==> src/rtl/core/mbrps_pkg.sv <==
`default_nettype none

package mbrps_pkg;

    localparam int POOL_SLOTS    = 16;
    localparam int TABLE_ENTRIES = 4;
    localparam int SLOT_W        = (POOL_SLOTS > 1) ? $clog2(POOL_SLOTS) : 1;
    localparam int ENTRY_W       = $clog2(TABLE_ENTRIES);

    localparam logic [8:0]  TABLE_AT   = 9'd446;
    localparam logic [8:0]  TABLE_END  = 9'd510;
    localparam logic [8:0]  SIG_AT     = 9'd510;
    localparam logic [8:0]  LAST_AT    = 9'd511;
    localparam logic [15:0] SIG_WORD   = 16'hAA55;
    localparam logic [15:0] MIN_SECTOR = 16'd512;

    localparam logic KIND_PART  = 1'b0;
    localparam logic KIND_CLOSE = 1'b1;

    typedef enum logic [1:0] {
        ST_OK        = 2'd0,
        ST_NO_SIG    = 2'd1,
        ST_TOO_SMALL = 2'd2,
        ST_POOL_FULL = 2'd3
    } t_scan_status;

    typedef enum logic [1:0] {
        S_STREAM,
        S_ENTRY,
        S_CLOSE
    } t_state;

    typedef struct packed {
        logic take;        // input transaction accepted
        logic start_scan;  // byte 511 accepted, latch header status
        logic load_part;   // load a partition record and claim a slot
        logic load_close;  // load the closing record
        logic set_full;    // no free slot for the current entry
        logic next_entry;  // step to the next table entry
    } t_cmd;

    typedef struct packed {
        logic last_byte;   // incoming byte sits at offset 511
        logic hdr_bad;     // sector too small or signature mismatch
        logic ent_ok;      // current entry has nonzero type and count
        logic slot_avail;  // at least one pool slot is free
        logic out_free;    // output register can take a record this cycle
        logic entry_last;  // current entry is the last table entry
    } t_status;

endpackage

`default_nettype wire

==> src/rtl/core/mbr_partition_scanner.sv <==
// Channel   Direction  Handshake                      Contents
// s_axis    in         s_axis_tvalid / s_axis_tready  tdata: data_byte; tuser: first_byte
// m_axis    out        m_axis_tvalid / m_axis_tready  tdata: record fields; tuser: kind;
//                                                     tlast: closing record
// cfg       in         i_cfg_we                       i_cfg_wdata: device sector size
//
// Sector bytes are taken at one per cycle except during the entry walk. After byte 511
// the input stalls while the walk visits the table entries in turn (none when the header
// check fails; it stops early when the pool is full) and then loads the closing record;
// output backpressure extends the walk.
// The closing record sits in the output register while the next sector streams in.
// Reset is synchronous; the slot pool is freed only by reset.
`default_nettype none

module mbr_partition_scanner (
    input  wire         i_clk,
    input  wire         i_rst_n,
    input  wire         i_cfg_we,
    input  wire  [15:0] i_cfg_wdata,
    input  wire         s_axis_tvalid,
    output logic        s_axis_tready,
    input  wire  [7:0]  s_axis_tdata,   // [7:0] data_byte
    input  wire  [0:0]  s_axis_tuser,   // [0] first_byte
    output logic        m_axis_tvalid,
    input  wire         m_axis_tready,
    output logic [87:0] m_axis_tdata,   // entry_number, slot_index, part_type, start sector,
                                        // sector total, scan_status, found_count, zero pad
    output logic [0:0]  m_axis_tuser,   // [0] record_kind
    output logic        m_axis_tlast    // last_result
);

    mbrps_pkg::t_cmd    cmd;
    mbrps_pkg::t_status status;

    logic        record_kind;
    logic [1:0]  entry_number;
    logic [3:0]  slot_index;
    logic [7:0]  part_type;
    logic [31:0] start_sector;
    logic [31:0] sector_total;
    logic [1:0]  scan_status;
    logic [2:0]  found_count;
    logic        last_result;

    mbrps_ctrl u_ctrl (
        .i_clk      (i_clk),
        .i_rst_n    (i_rst_n),
        .i_in_valid (s_axis_tvalid),
        .o_in_ready (s_axis_tready),
        .i_status   (status),
        .o_cmd      (cmd)
    );

    mbrps_dpath u_dpath (
        .i_clk          (i_clk),
        .i_rst_n        (i_rst_n),
        .i_cfg_we       (i_cfg_we),
        .i_cfg_wdata    (i_cfg_wdata),
        .i_data_byte    (s_axis_tdata),
        .i_first_byte   (s_axis_tuser[0]),
        .i_cmd          (cmd),
        .o_status       (status),
        .i_out_ready    (m_axis_tready),
        .o_out_valid    (m_axis_tvalid),
        .o_record_kind  (record_kind),
        .o_entry_number (entry_number),
        .o_slot_index   (slot_index),
        .o_part_type    (part_type),
        .o_start_sector (start_sector),
        .o_sector_total (sector_total),
        .o_scan_status  (scan_status),
        .o_found_count  (found_count),
        .o_last_result  (last_result)
    );

    assign m_axis_tdata = {5'd0, found_count, scan_status, sector_total, start_sector,
                           part_type, slot_index, entry_number};
    assign m_axis_tuser = record_kind;
    assign m_axis_tlast = last_result;

endmodule

`default_nettype wire

==> src/rtl/core/mbrps_ctrl.sv <==
`default_nettype none

module mbrps_ctrl (
    input  wire                    i_clk,
    input  wire                    i_rst_n,
    input  wire                    i_in_valid,
    output logic                   o_in_ready,
    input  wire mbrps_pkg::t_status i_status,
    output mbrps_pkg::t_cmd        o_cmd
);

    mbrps_pkg::t_state r_state;
    mbrps_pkg::t_state n_state;

    always_ff @(posedge i_clk) begin
        if (!i_rst_n) begin
            r_state <= mbrps_pkg::S_STREAM;
        end else begin
            r_state <= n_state;
        end
    end

    always_comb begin
        n_state = r_state;
        unique case (r_state)
            mbrps_pkg::S_STREAM: begin
                if (i_in_valid && i_status.last_byte) begin
                    n_state = i_status.hdr_bad ? mbrps_pkg::S_CLOSE : mbrps_pkg::S_ENTRY;
                end
            end
            mbrps_pkg::S_ENTRY: begin
                if (!i_status.ent_ok) begin
                    if (i_status.entry_last) begin
                        n_state = mbrps_pkg::S_CLOSE;
                    end
                end else if (!i_status.slot_avail) begin
                    n_state = mbrps_pkg::S_CLOSE;
                end else if (i_status.out_free && i_status.entry_last) begin
                    n_state = mbrps_pkg::S_CLOSE;
                end
            end
            mbrps_pkg::S_CLOSE: begin
                if (i_status.out_free) begin
                    n_state = mbrps_pkg::S_STREAM;
                end
            end
            default: n_state = mbrps_pkg::S_STREAM;
        endcase
    end

    always_comb begin
        o_in_ready = 1'b0;
        o_cmd      = '0;
        unique case (r_state)
            mbrps_pkg::S_STREAM: begin
                o_in_ready       = 1'b1;
                o_cmd.take       = i_in_valid;
                o_cmd.start_scan = i_in_valid && i_status.last_byte;
            end
            mbrps_pkg::S_ENTRY: begin
                if (!i_status.ent_ok) begin
                    o_cmd.next_entry = 1'b1;
                end else if (!i_status.slot_avail) begin
                    o_cmd.set_full = 1'b1;
                end else if (i_status.out_free) begin
                    o_cmd.load_part  = 1'b1;
                    o_cmd.next_entry = 1'b1;
                end
            end
            mbrps_pkg::S_CLOSE: begin
                o_cmd.load_close = i_status.out_free;
            end
            default: begin
                o_in_ready = 1'b0;
            end
        endcase
    end

endmodule

`default_nettype wire

==> src/rtl/core/mbrps_dpath.sv <==
`default_nettype none

module mbrps_dpath (
    input  wire                    i_clk,
    input  wire                    i_rst_n,
    input  wire                    i_cfg_we,
    input  wire  [15:0]            i_cfg_wdata,
    input  wire  [7:0]             i_data_byte,
    input  wire                    i_first_byte,
    input  wire mbrps_pkg::t_cmd   i_cmd,
    output mbrps_pkg::t_status     o_status,
    input  wire                    i_out_ready,
    output logic                   o_out_valid,
    output logic                   o_record_kind,
    output logic [1:0]             o_entry_number,
    output logic [3:0]             o_slot_index,
    output logic [7:0]             o_part_type,
    output logic [31:0]            o_start_sector,
    output logic [31:0]            o_sector_total,
    output logic [1:0]             o_scan_status,
    output logic [2:0]             o_found_count,
    output logic                   o_last_result
);

    logic [15:0] r_blk_size;
    logic [8:0]  r_byte_count;
    logic [7:0]  r_sig_low;
    logic [mbrps_pkg::POOL_SLOTS-1:0] r_slot_used;

    logic [7:0]  r_type  [mbrps_pkg::TABLE_ENTRIES];
    logic [31:0] r_start [mbrps_pkg::TABLE_ENTRIES];
    logic [31:0] r_count [mbrps_pkg::TABLE_ENTRIES];

    logic [mbrps_pkg::ENTRY_W-1:0] r_entry;
    logic [2:0]                    r_found;
    mbrps_pkg::t_scan_status       r_status;

    logic        r_out_valid;
    logic        r_kind;
    logic [1:0]  r_o_entry;
    logic [3:0]  r_o_slot;
    logic [7:0]  r_o_type;
    logic [31:0] r_o_start;
    logic [31:0] r_o_count;
    logic [1:0]  r_o_status;
    logic [2:0]  r_o_found;
    logic        r_o_last;

    logic [8:0]  pos;
    logic [8:0]  rel_full;
    logic [5:0]  rel;
    logic        in_table;
    mbrps_pkg::t_scan_status hdr_status;
    logic [mbrps_pkg::POOL_SLOTS-1:0] free_bits;
    logic [mbrps_pkg::SLOT_W-1:0]     free_idx;
    logic                             out_free;

    assign pos      = i_first_byte ? 9'd0 : r_byte_count;
    assign rel_full = pos - mbrps_pkg::TABLE_AT;
    assign rel      = rel_full[5:0];
    assign in_table = (pos >= mbrps_pkg::TABLE_AT) && (pos < mbrps_pkg::TABLE_END);

    always_comb begin
        priority if (r_blk_size < mbrps_pkg::MIN_SECTOR) begin
            hdr_status = mbrps_pkg::ST_TOO_SMALL;
        end else if ({i_data_byte, r_sig_low} != mbrps_pkg::SIG_WORD) begin
            hdr_status = mbrps_pkg::ST_NO_SIG;
        end else begin
            hdr_status = mbrps_pkg::ST_OK;
        end
    end

    // Lowest free slot wins.
    assign free_bits = ~r_slot_used;
    always_comb begin
        free_idx = '0;
        for (int i = mbrps_pkg::POOL_SLOTS - 1; i >= 0; i--) begin
            if (free_bits[i]) begin
                free_idx = mbrps_pkg::SLOT_W'(i);
            end
        end
    end

    assign out_free = !r_out_valid || i_out_ready;

    always_comb begin
        o_status.last_byte  = (pos == mbrps_pkg::LAST_AT);
        o_status.hdr_bad    = (hdr_status != mbrps_pkg::ST_OK);
        o_status.ent_ok     = (r_type[r_entry] != 8'd0) && (r_count[r_entry] != 32'd0);
        o_status.slot_avail = |free_bits;
        o_status.out_free   = out_free;
        o_status.entry_last = (r_entry == mbrps_pkg::ENTRY_W'(mbrps_pkg::TABLE_ENTRIES - 1));
    end

    always_ff @(posedge i_clk) begin
        if (!i_rst_n) begin
            r_blk_size    <= mbrps_pkg::MIN_SECTOR;
            r_byte_count  <= '0;
            r_sig_low     <= '0;
            r_slot_used   <= '0;
            r_out_valid   <= 1'b0;
            r_found       <= '0;
            r_entry       <= '0;
            r_status      <= mbrps_pkg::ST_OK;
        end else begin
            if (i_cfg_we) begin
                r_blk_size <= i_cfg_wdata;
            end
            if (i_cmd.take) begin
                r_byte_count <= pos + 9'd1;
                if (pos == mbrps_pkg::SIG_AT) begin
                    r_sig_low <= i_data_byte;
                end
            end
            if (i_cmd.start_scan) begin
                r_status <= hdr_status;
                r_found  <= '0;
                r_entry  <= '0;
            end
            if (i_cmd.set_full) begin
                r_status <= mbrps_pkg::ST_POOL_FULL;
            end
            if (i_cmd.next_entry) begin
                r_entry <= r_entry + 1'b1;
            end
            if (i_cmd.load_part) begin
                r_slot_used[free_idx] <= 1'b1;
                r_found               <= r_found + 3'd1;
            end
            if (i_cmd.load_part || i_cmd.load_close) begin
                r_out_valid <= 1'b1;
            end else if (i_out_ready) begin
                r_out_valid <= 1'b0;
            end
        end
    end

    // Partition table capture: type at offset 4, start at 8..11, count at 12..15.
    always_ff @(posedge i_clk) begin
        if (i_cmd.take && in_table) begin
            unique case (rel[3:2])
                2'b01: begin
                    if (rel[1:0] == 2'b00) begin
                        r_type[rel[5:4]] <= i_data_byte;
                    end
                end
                2'b10: r_start[rel[5:4]][{rel[1:0], 3'b000} +: 8] <= i_data_byte;
                2'b11: r_count[rel[5:4]][{rel[1:0], 3'b000} +: 8] <= i_data_byte;
                default: ;
            endcase
        end
    end

    always_ff @(posedge i_clk) begin
        if (i_cmd.load_part) begin
            r_kind     <= mbrps_pkg::KIND_PART;
            r_o_entry  <= 2'(r_entry);
            r_o_slot   <= 4'(free_idx);
            r_o_type   <= r_type[r_entry];
            r_o_start  <= r_start[r_entry];
            r_o_count  <= r_count[r_entry];
            r_o_status <= mbrps_pkg::ST_OK;
            r_o_found  <= '0;
            r_o_last   <= 1'b0;
        end else if (i_cmd.load_close) begin
            r_kind     <= mbrps_pkg::KIND_CLOSE;
            r_o_entry  <= '0;
            r_o_slot   <= '0;
            r_o_type   <= '0;
            r_o_start  <= '0;
            r_o_count  <= '0;
            r_o_status <= r_status;
            r_o_found  <= r_found;
            r_o_last   <= 1'b1;
        end
    end

    assign o_out_valid    = r_out_valid;
    assign o_record_kind  = r_kind;
    assign o_entry_number = r_o_entry;
    assign o_slot_index   = r_o_slot;
    assign o_part_type    = r_o_type;
    assign o_start_sector = r_o_start;
    assign o_sector_total = r_o_count;
    assign o_scan_status  = r_o_status;
    assign o_found_count  = r_o_found;
    assign o_last_result  = r_o_last;

endmodule

`default_nettype wire

==> config.mk <==
export PLATFORM = sky130hd
export DESIGN_NAME = mbr_partition_scanner
export DESIGN_NICKNAME = d
export VERILOG_FILES = /design/src/rtl/core/mbrps_pkg.sv /design/src/rtl/core/mbr_partition_scanner.sv /design/src/rtl/core/mbrps_ctrl.sv /design/src/rtl/core/mbrps_dpath.sv
export SDC_FILE = /design/constraint.sdc
export NUM_CORES = 1
export LEC_CHECK = 0
export BUFFER_PORTS_ARGS = -buffer_cell sky130_fd_sc_hd__buf_2
export CORE_AREA = 2 2 181 316
export CTS_BUF_LIST = sky130_fd_sc_hd__clkbuf_4 sky130_fd_sc_hd__clkbuf_8
export DETAILED_ROUTE_END_ITERATION = 6
export DIE_AREA = 0 0 183 318
export PLACE_DENSITY_LB_ADDON = 0.2
export SLEW_MARGIN = 20
export SYNTH_ARGS = -nofsm -noshare
export SYNTH_HDL_FRONTEND = slang
export SYNTH_SLANG_ARGS = --single-unit
==> constraint.sdc <==
create_clock -name i_clk -period 5.1 [get_ports i_clk]
set_clock_uncertainty 0.1 [all_clocks]
set_input_delay 1.275 -clock i_clk [delete_from_list [all_inputs] [get_ports i_clk]]
set_output_delay 1.275 -clock i_clk [all_outputs]
set_load 0.005 [all_outputs]
Yosys cells after proc, flatten, opt, wreduce, memory -nomap -nowiden
Memory sizes are Yosys's and may differ from the RTL's. A register that Yosys moved wholly into a read port is not among the register bits.
Index checks and enable logic that the tools add are counted.
{ "totals": {"ram_bits": 288, "reg_bits": 143, "elab_cells": 142, "inputBits": 30, "out_inout_bits": 92, "memories": 3} }
{ "mem_list": {"columns": ["memory", "depth", "width", "read_ports", "rd_ports_with_merged_regs", "write_ports", "line_no", "text"], "rows": [
  ["u_dpath.r_count", 4, 32, 1, 1, 1, "mbrps_dpath.sv:32", "logic [31:0] r_count [mbrps_pkg::TABLE_ENTRIES];"],
  ["u_dpath.r_start", 4, 32, 1, 1, 1, "mbrps_dpath.sv:31", "logic [31:0] r_start [mbrps_pkg::TABLE_ENTRIES];"],
  ["u_dpath.r_type", 4, 8, 1, 1, 1, "mbrps_dpath.sv:30", "logic [7:0] r_type [mbrps_pkg::TABLE_ENTRIES];"]
]} }
{ "classes": {"shift": 2, "bitwise_logic": 2, "order_cmp": 5, "add_sub_neg": 5, "mux": 73, "n_reduce_logical": 22, "n_eq_ne": 13} }
{ "op_table": {"columns": ["operator", "n"], "rows": [
  ["$mux 32", 5],
  ["$mux 4", 18],
  ["$mux 2", 22],
  ["$reduce_bool 32->1", 1],
  ["$shift 8x7->32 const A", 1],
  ["$shiftx 8x7->32", 1],
  ["$mux 1", 21],
  ["$eq 9x9->1 const B", 2],
  ["$lt 16x10->1 const B", 1],
  ["$mux 8", 2],
  ["$ne 16x16->1 const B", 1],
  ["$not 16->16", 1],
  ["$or 16x16->16", 1],
  ["$reduce_or 16->1", 1],
  ["$reduce_bool 2->1", 6],
  ["$add 9x1->9 const B", 1],
  ["$ge 9x9->1 const B", 1],
  ["$lt 9x9->1 const B", 1],
  ["$mux 9", 1],
  ["$eq 2x2->1 const B", 4],
  ["$reduce_bool 8->1", 1],
  ["$neg 5->7", 1],
  ["$logic_and 1x1->1", 6],
  ["$mux 3", 2],
  ["other kinds (16)", 20]
]} }

Longest topological paths before layout
{ "logic_depth": {"word_depth": 22, "depth_mapped": 12, "ltp_nobuf": 10} }

Hierarchy
Synthesis repeated with hierarchy kept, for this count alone.
{ "hier_totals": {"hier_cells": 988, "hier_area_um2": 16642.2} }
{ "modules_own_cells": {"columns": ["module", "n_inst", "seq_area_each_um2", "cells_per_inst", "area_each_um2"], "rows": [
  ["mbrps_dpath", 1, 12111.6, 956, 16400.7],
  ["mbrps_ctrl", 1, 40.0, 26, 200.2],
  ["mbr_partition_scanner", 1, 0.0, 6, 41.3]
]} }

Worst setup path after synthesis
Ideal clock, no wire load.
{ "synth_timing": {"path_type": "input to register", "start": "in m_axis_tready", "end": "reg u_dpath.r_o_entry[0], in the netlist u_dpath.o_entry_number[0] (enable)", "setup_ps": 439, "stages": 6, "slack_ps": 757, "arrival_time_ps": 3805, "path_buffers": 2, "t_required_ps": 4561, "cell_sequence": "nand2b_1 clkbuf_1 nand2_1 or3_1 buf_4 nand2_1"} }
{ "synth_between": {"elab_chain_len": 6, "elab_cells_between_ends": 7, "classes_between": "5 x mux; 2 x reduce/logical"} }
{ "synth_lines": {"columns": ["element", "line_no", "text"], "rows": [
  ["start: declaration", "mbr_partition_scanner.sv:25", "input wire m_axis_tready,"],
  ["$logic_or 1x1->1 (*)", "mbrps_dpath.sv:84", "assign out_free = !r_out_valid || i_out_ready;"],
  ["$mux 1", "mbrps_ctrl.sv:65", "end else if (i_status.out_free) begin"],
  ["$mux 1", "mbrps_ctrl.sv:63", "end else if (!i_status.slot_avail) begin"],
  ["$mux 1", "mbrps_ctrl.sv:61", "if (!i_status.ent_ok) begin"],
  ["$mux 1", "mbrps_ctrl.sv:54", "unique case (r_state)"],
  ["$reduce_bool 2->1 (no source line) (*)", null, null],
  ["end signal: assignment", "mbrps_dpath.sv:157", "r_o_entry <= 2'(r_entry);"],
  ["end: declaration", "mbrps_dpath.sv:40", "logic [1:0] r_o_entry;"]
]} }
Mark *: on every way between the ends. The rest lies on a longest branch, timed or not.
A chain may end at the register's enable or synchronous reset.

==> results.cfg <==
[logic_synthesis]
synth_edf_count = 366
synth_cell_types = 51
synth_top_cell_area_share_pct = 66.5
synthCells = 988
ys.flop_type = edfxtp_1
synth_top_cell_by_area = edfxtp_1
synthArstFlopShare_pct = 0
yosysWarnings = 0
yosys-top-cells-area = edfxtp_1 67%, mux4_2 9.8%, dfxtp_1 7.0%
ys_seq_area_share_pct = 73.6
ys_ff_latch = 424
synth_area_per_cell_sq_um = 16.7
synth_area_sq_um = 16500

[layout]
syn2layout_area_growth_pct = 17.7
drive_gt1_share_pct = 28.5
final_nets = 1215
final_common_cell = edfxtp_1
final_cell_mix = 366 x edfxtp_1, 107 x buf_2, 102 x nor2_1, 84 x and2_1, 72 x mux4_2
fill_cells = 5419

[sta]
fmax_ghz = 0.251
final.min_clock_period_ps = 3980
fin_tns_setup_ps = 0
slew_headroom_pct = 33.8
rsz0062_at_grt = no
hold_viol = 0
slew_viol_final = 0
timing.final.crit_share_pct = 78.0
setup_viol = 0
worst_slew_pin_slew_ps = 988

[clocking]
clk_pin_slew_ps = 60
cts.sinks = 424
h-tree-depth = 3
numCtsBuffers = 67
clk_path_buf_depth = 3
cts_hold_buf = 0
cts_tree = yes
clock_latency_ps = 630
cts_setup_buffers = 0
cts_resized = 0
cts_root_buf = clkbuf_8

[worst_setup_path]
path_cells = mux4_2 > nor4_1 > nand4_1 > o21ai_2 > or3_1 > nand2_4 > buf_12
slowest_delay_ps = 790
crit_slowest_cell = dfxtp_4
path_class = reg2reg
end_kind = flop
crit_family = simple AND/OR/NAND/NOR gates
crit_required_ps = 5240
crit_buf_inv = 1
cp_max_fo = 71
cp.arrival_ps = 4120
worst_setup_path_start_kind = flop

[grt]
gr-usage-all-layers_pct = 13.8
gr-usage-met2_pct = 25.8
use_met3_pct = 2.73
grt-ovfl-total = 0
use_met1_pct = 14.9
antenna_found_initial = 1
grt_pass1_wl_um = 59200
busiest_layer = met2
grt_pass1_vias = 9610
grt_max_degree = 80

[flow_run]
max_cap_viol_count = 0

[route]
vias_per_cell = 4.62
routed_wl_um = 39300
post-route-drc-count = 0
first_pass_iters = 4
ant_nets = 0
post_drt_wl_per_cell_um = 20.4
drtIter0Drc = 435
vias = 8906

[pwr]
p_leak_nw = 6.40
finalPower_mw = 6.65
vdd_ir_drop_max_mv = 0.182
power_density_nw_per_um2 = 342

[floorplanning]
fp.dieH_um = 318
initial_core_util_pct = 29.6
die_area_sq_um = 58200
die_w_um = 183
ioPinCount = 122
core_sq_um = 55800
fp-row-count = 115

[placement]
gp_congestion = 0.805
dp_hpwl_um = 26700
io_buffers = 107

[worst_hold_path]
hold_path.class = reg2reg
hold_start = u_dpath.o_scan_status[0]

[run_status]
run_status = completed
-- tightest hold or removal path, delay by kind of cell, from the launching register on --
family | cells | cell delay, ps
AOI/OAI and AO/OA | 1 | 60
DFF | 1 | 310
and+or+nand+nor | 1 | 50
-- Yosys cell counts, drive strengths merged, types with 2 or more instances --
master    n
edfxtp  366
nor2    102
and2     84
mux4     72
nand2    59
dfxtp    58
buf      26
clkbuf   24
a21oi    22
nand2b   18
o21ai    18
mux2i    17
nor4     11
ha       10
inv      10
nand3    10
nor3      9
a31oi     8
nand4     7
a41oi     5
and3      5
nor2b     5
nand3b    4
or3       4
xor2      4
o211ai    3
o21a      3
o31ai     3
o32ai     3
a22oi     2
-- layout make-up --
| cell class | count | area (sq um) | area share [%] |
|---|---|---|---|
| diodes | 3 | 7.51 | 0.0386 |
| repair buffers | 164 | 988 | 5.09 |
| flip-flops and latches | 424 | 12200 | 62.6 |
| well taps | 702 | 878 | 4.52 |
| clock inverters | 26 | 151 | 0.779 |
| multi-input cells | 508 | 4090 | 21.0 |
| inverters | 10 | 37.5 | 0.193 |
| clock buffers | 91 | 1130 | 5.80 |
-- sequential cells by signal, indices dropped and copies added, names as in the netlist, 3 cells and up, named ones only --
signal / cells
u_dpath.r_count: 128
u_dpath.r_byte_count: 9
u_dpath.r_blk_size: 7
u_dpath.r_found: 3
u_dpath.o_start_sector: 32
u_dpath.r_slot_used: 16
u_dpath.o_sector_total: 32
u_dpath.o_part_type: 8
u_dpath.r_start: 128
u_dpath.r_type: 32
u_dpath.r_sig_low: 8
u_dpath.o_slot_index: 4
u_dpath.o_found_count: 3
-- power by group --
part | leakage [nW] | switching, mW | internal, mW
Sequential | 3.84 | 0.00304 | 3.74
Combinational | 1.88 | 0.0713 | 0.0191
Clock | 0.674 | 1.32 | 1.49
Total | 6.40 | 1.40 | 5.25
-- through the flow --
stage	instances	setup WS [ps]	utilization, %	hold slack (ps)	cell area, sq um
6_report	1928	1120	34.8	361	19400
5_1_grt	1926	892	34.8	389	19400
4_1_cts	1925	1120	34.8	363	19400
3_5_place_dp	1808	836	32.5	348	18100
3_3_place_gp	1808	875	32.5	355	18100
2_1_floorplan	992	757	-	332	16500
-- path summary, 6_finish.rpt --
| path | to | slack (ps) | cells after the start |
|---|---|---|---|
| setup / recovery | u_dpath.o_part_type[4] | 1120 | 7 |
| hold / removal | u_dpath.o_scan_status[0] | 360 | 2 |
| setup reg to reg | u_dpath.o_part_type[4] | 1120 | 7 |
| hold reg to reg | u_dpath.o_scan_status[0] | 360 | 2 |
-- logic make-up (layout without fill, tap and decap cells) --
| kind of cell | after synthesis | in the layout | share of synthesized area [%] |
|---|---|---|---|
| AOI/OAI and AO/OA | 73 | 73 | 2.77 |
| xor gates and xnor gates | 5 | 5 | 0.265 |
| adders and majority gates | 10 | 10 | 0.758 |
| buffers and inverters | 60 | 291 | 1.86 |
| DFF | 424 | 424 | 73.6 |
| muxes | 90 | 90 | 10.9 |
| other | 1 | 8 | 0.0227 |
| and+or+nand+nor | 325 | 325 | 9.85 |
-- per-layer routing --
metal	routed length [um]	vias to the layer above	part of all wire, %
li1	-	4145	-
met1	14700	4504	37
met2	21800	186	55
met3	1670	71	4.3
met4	1160	0	2.9
met5	0	-	0
(Power assumes the default switching activity.)
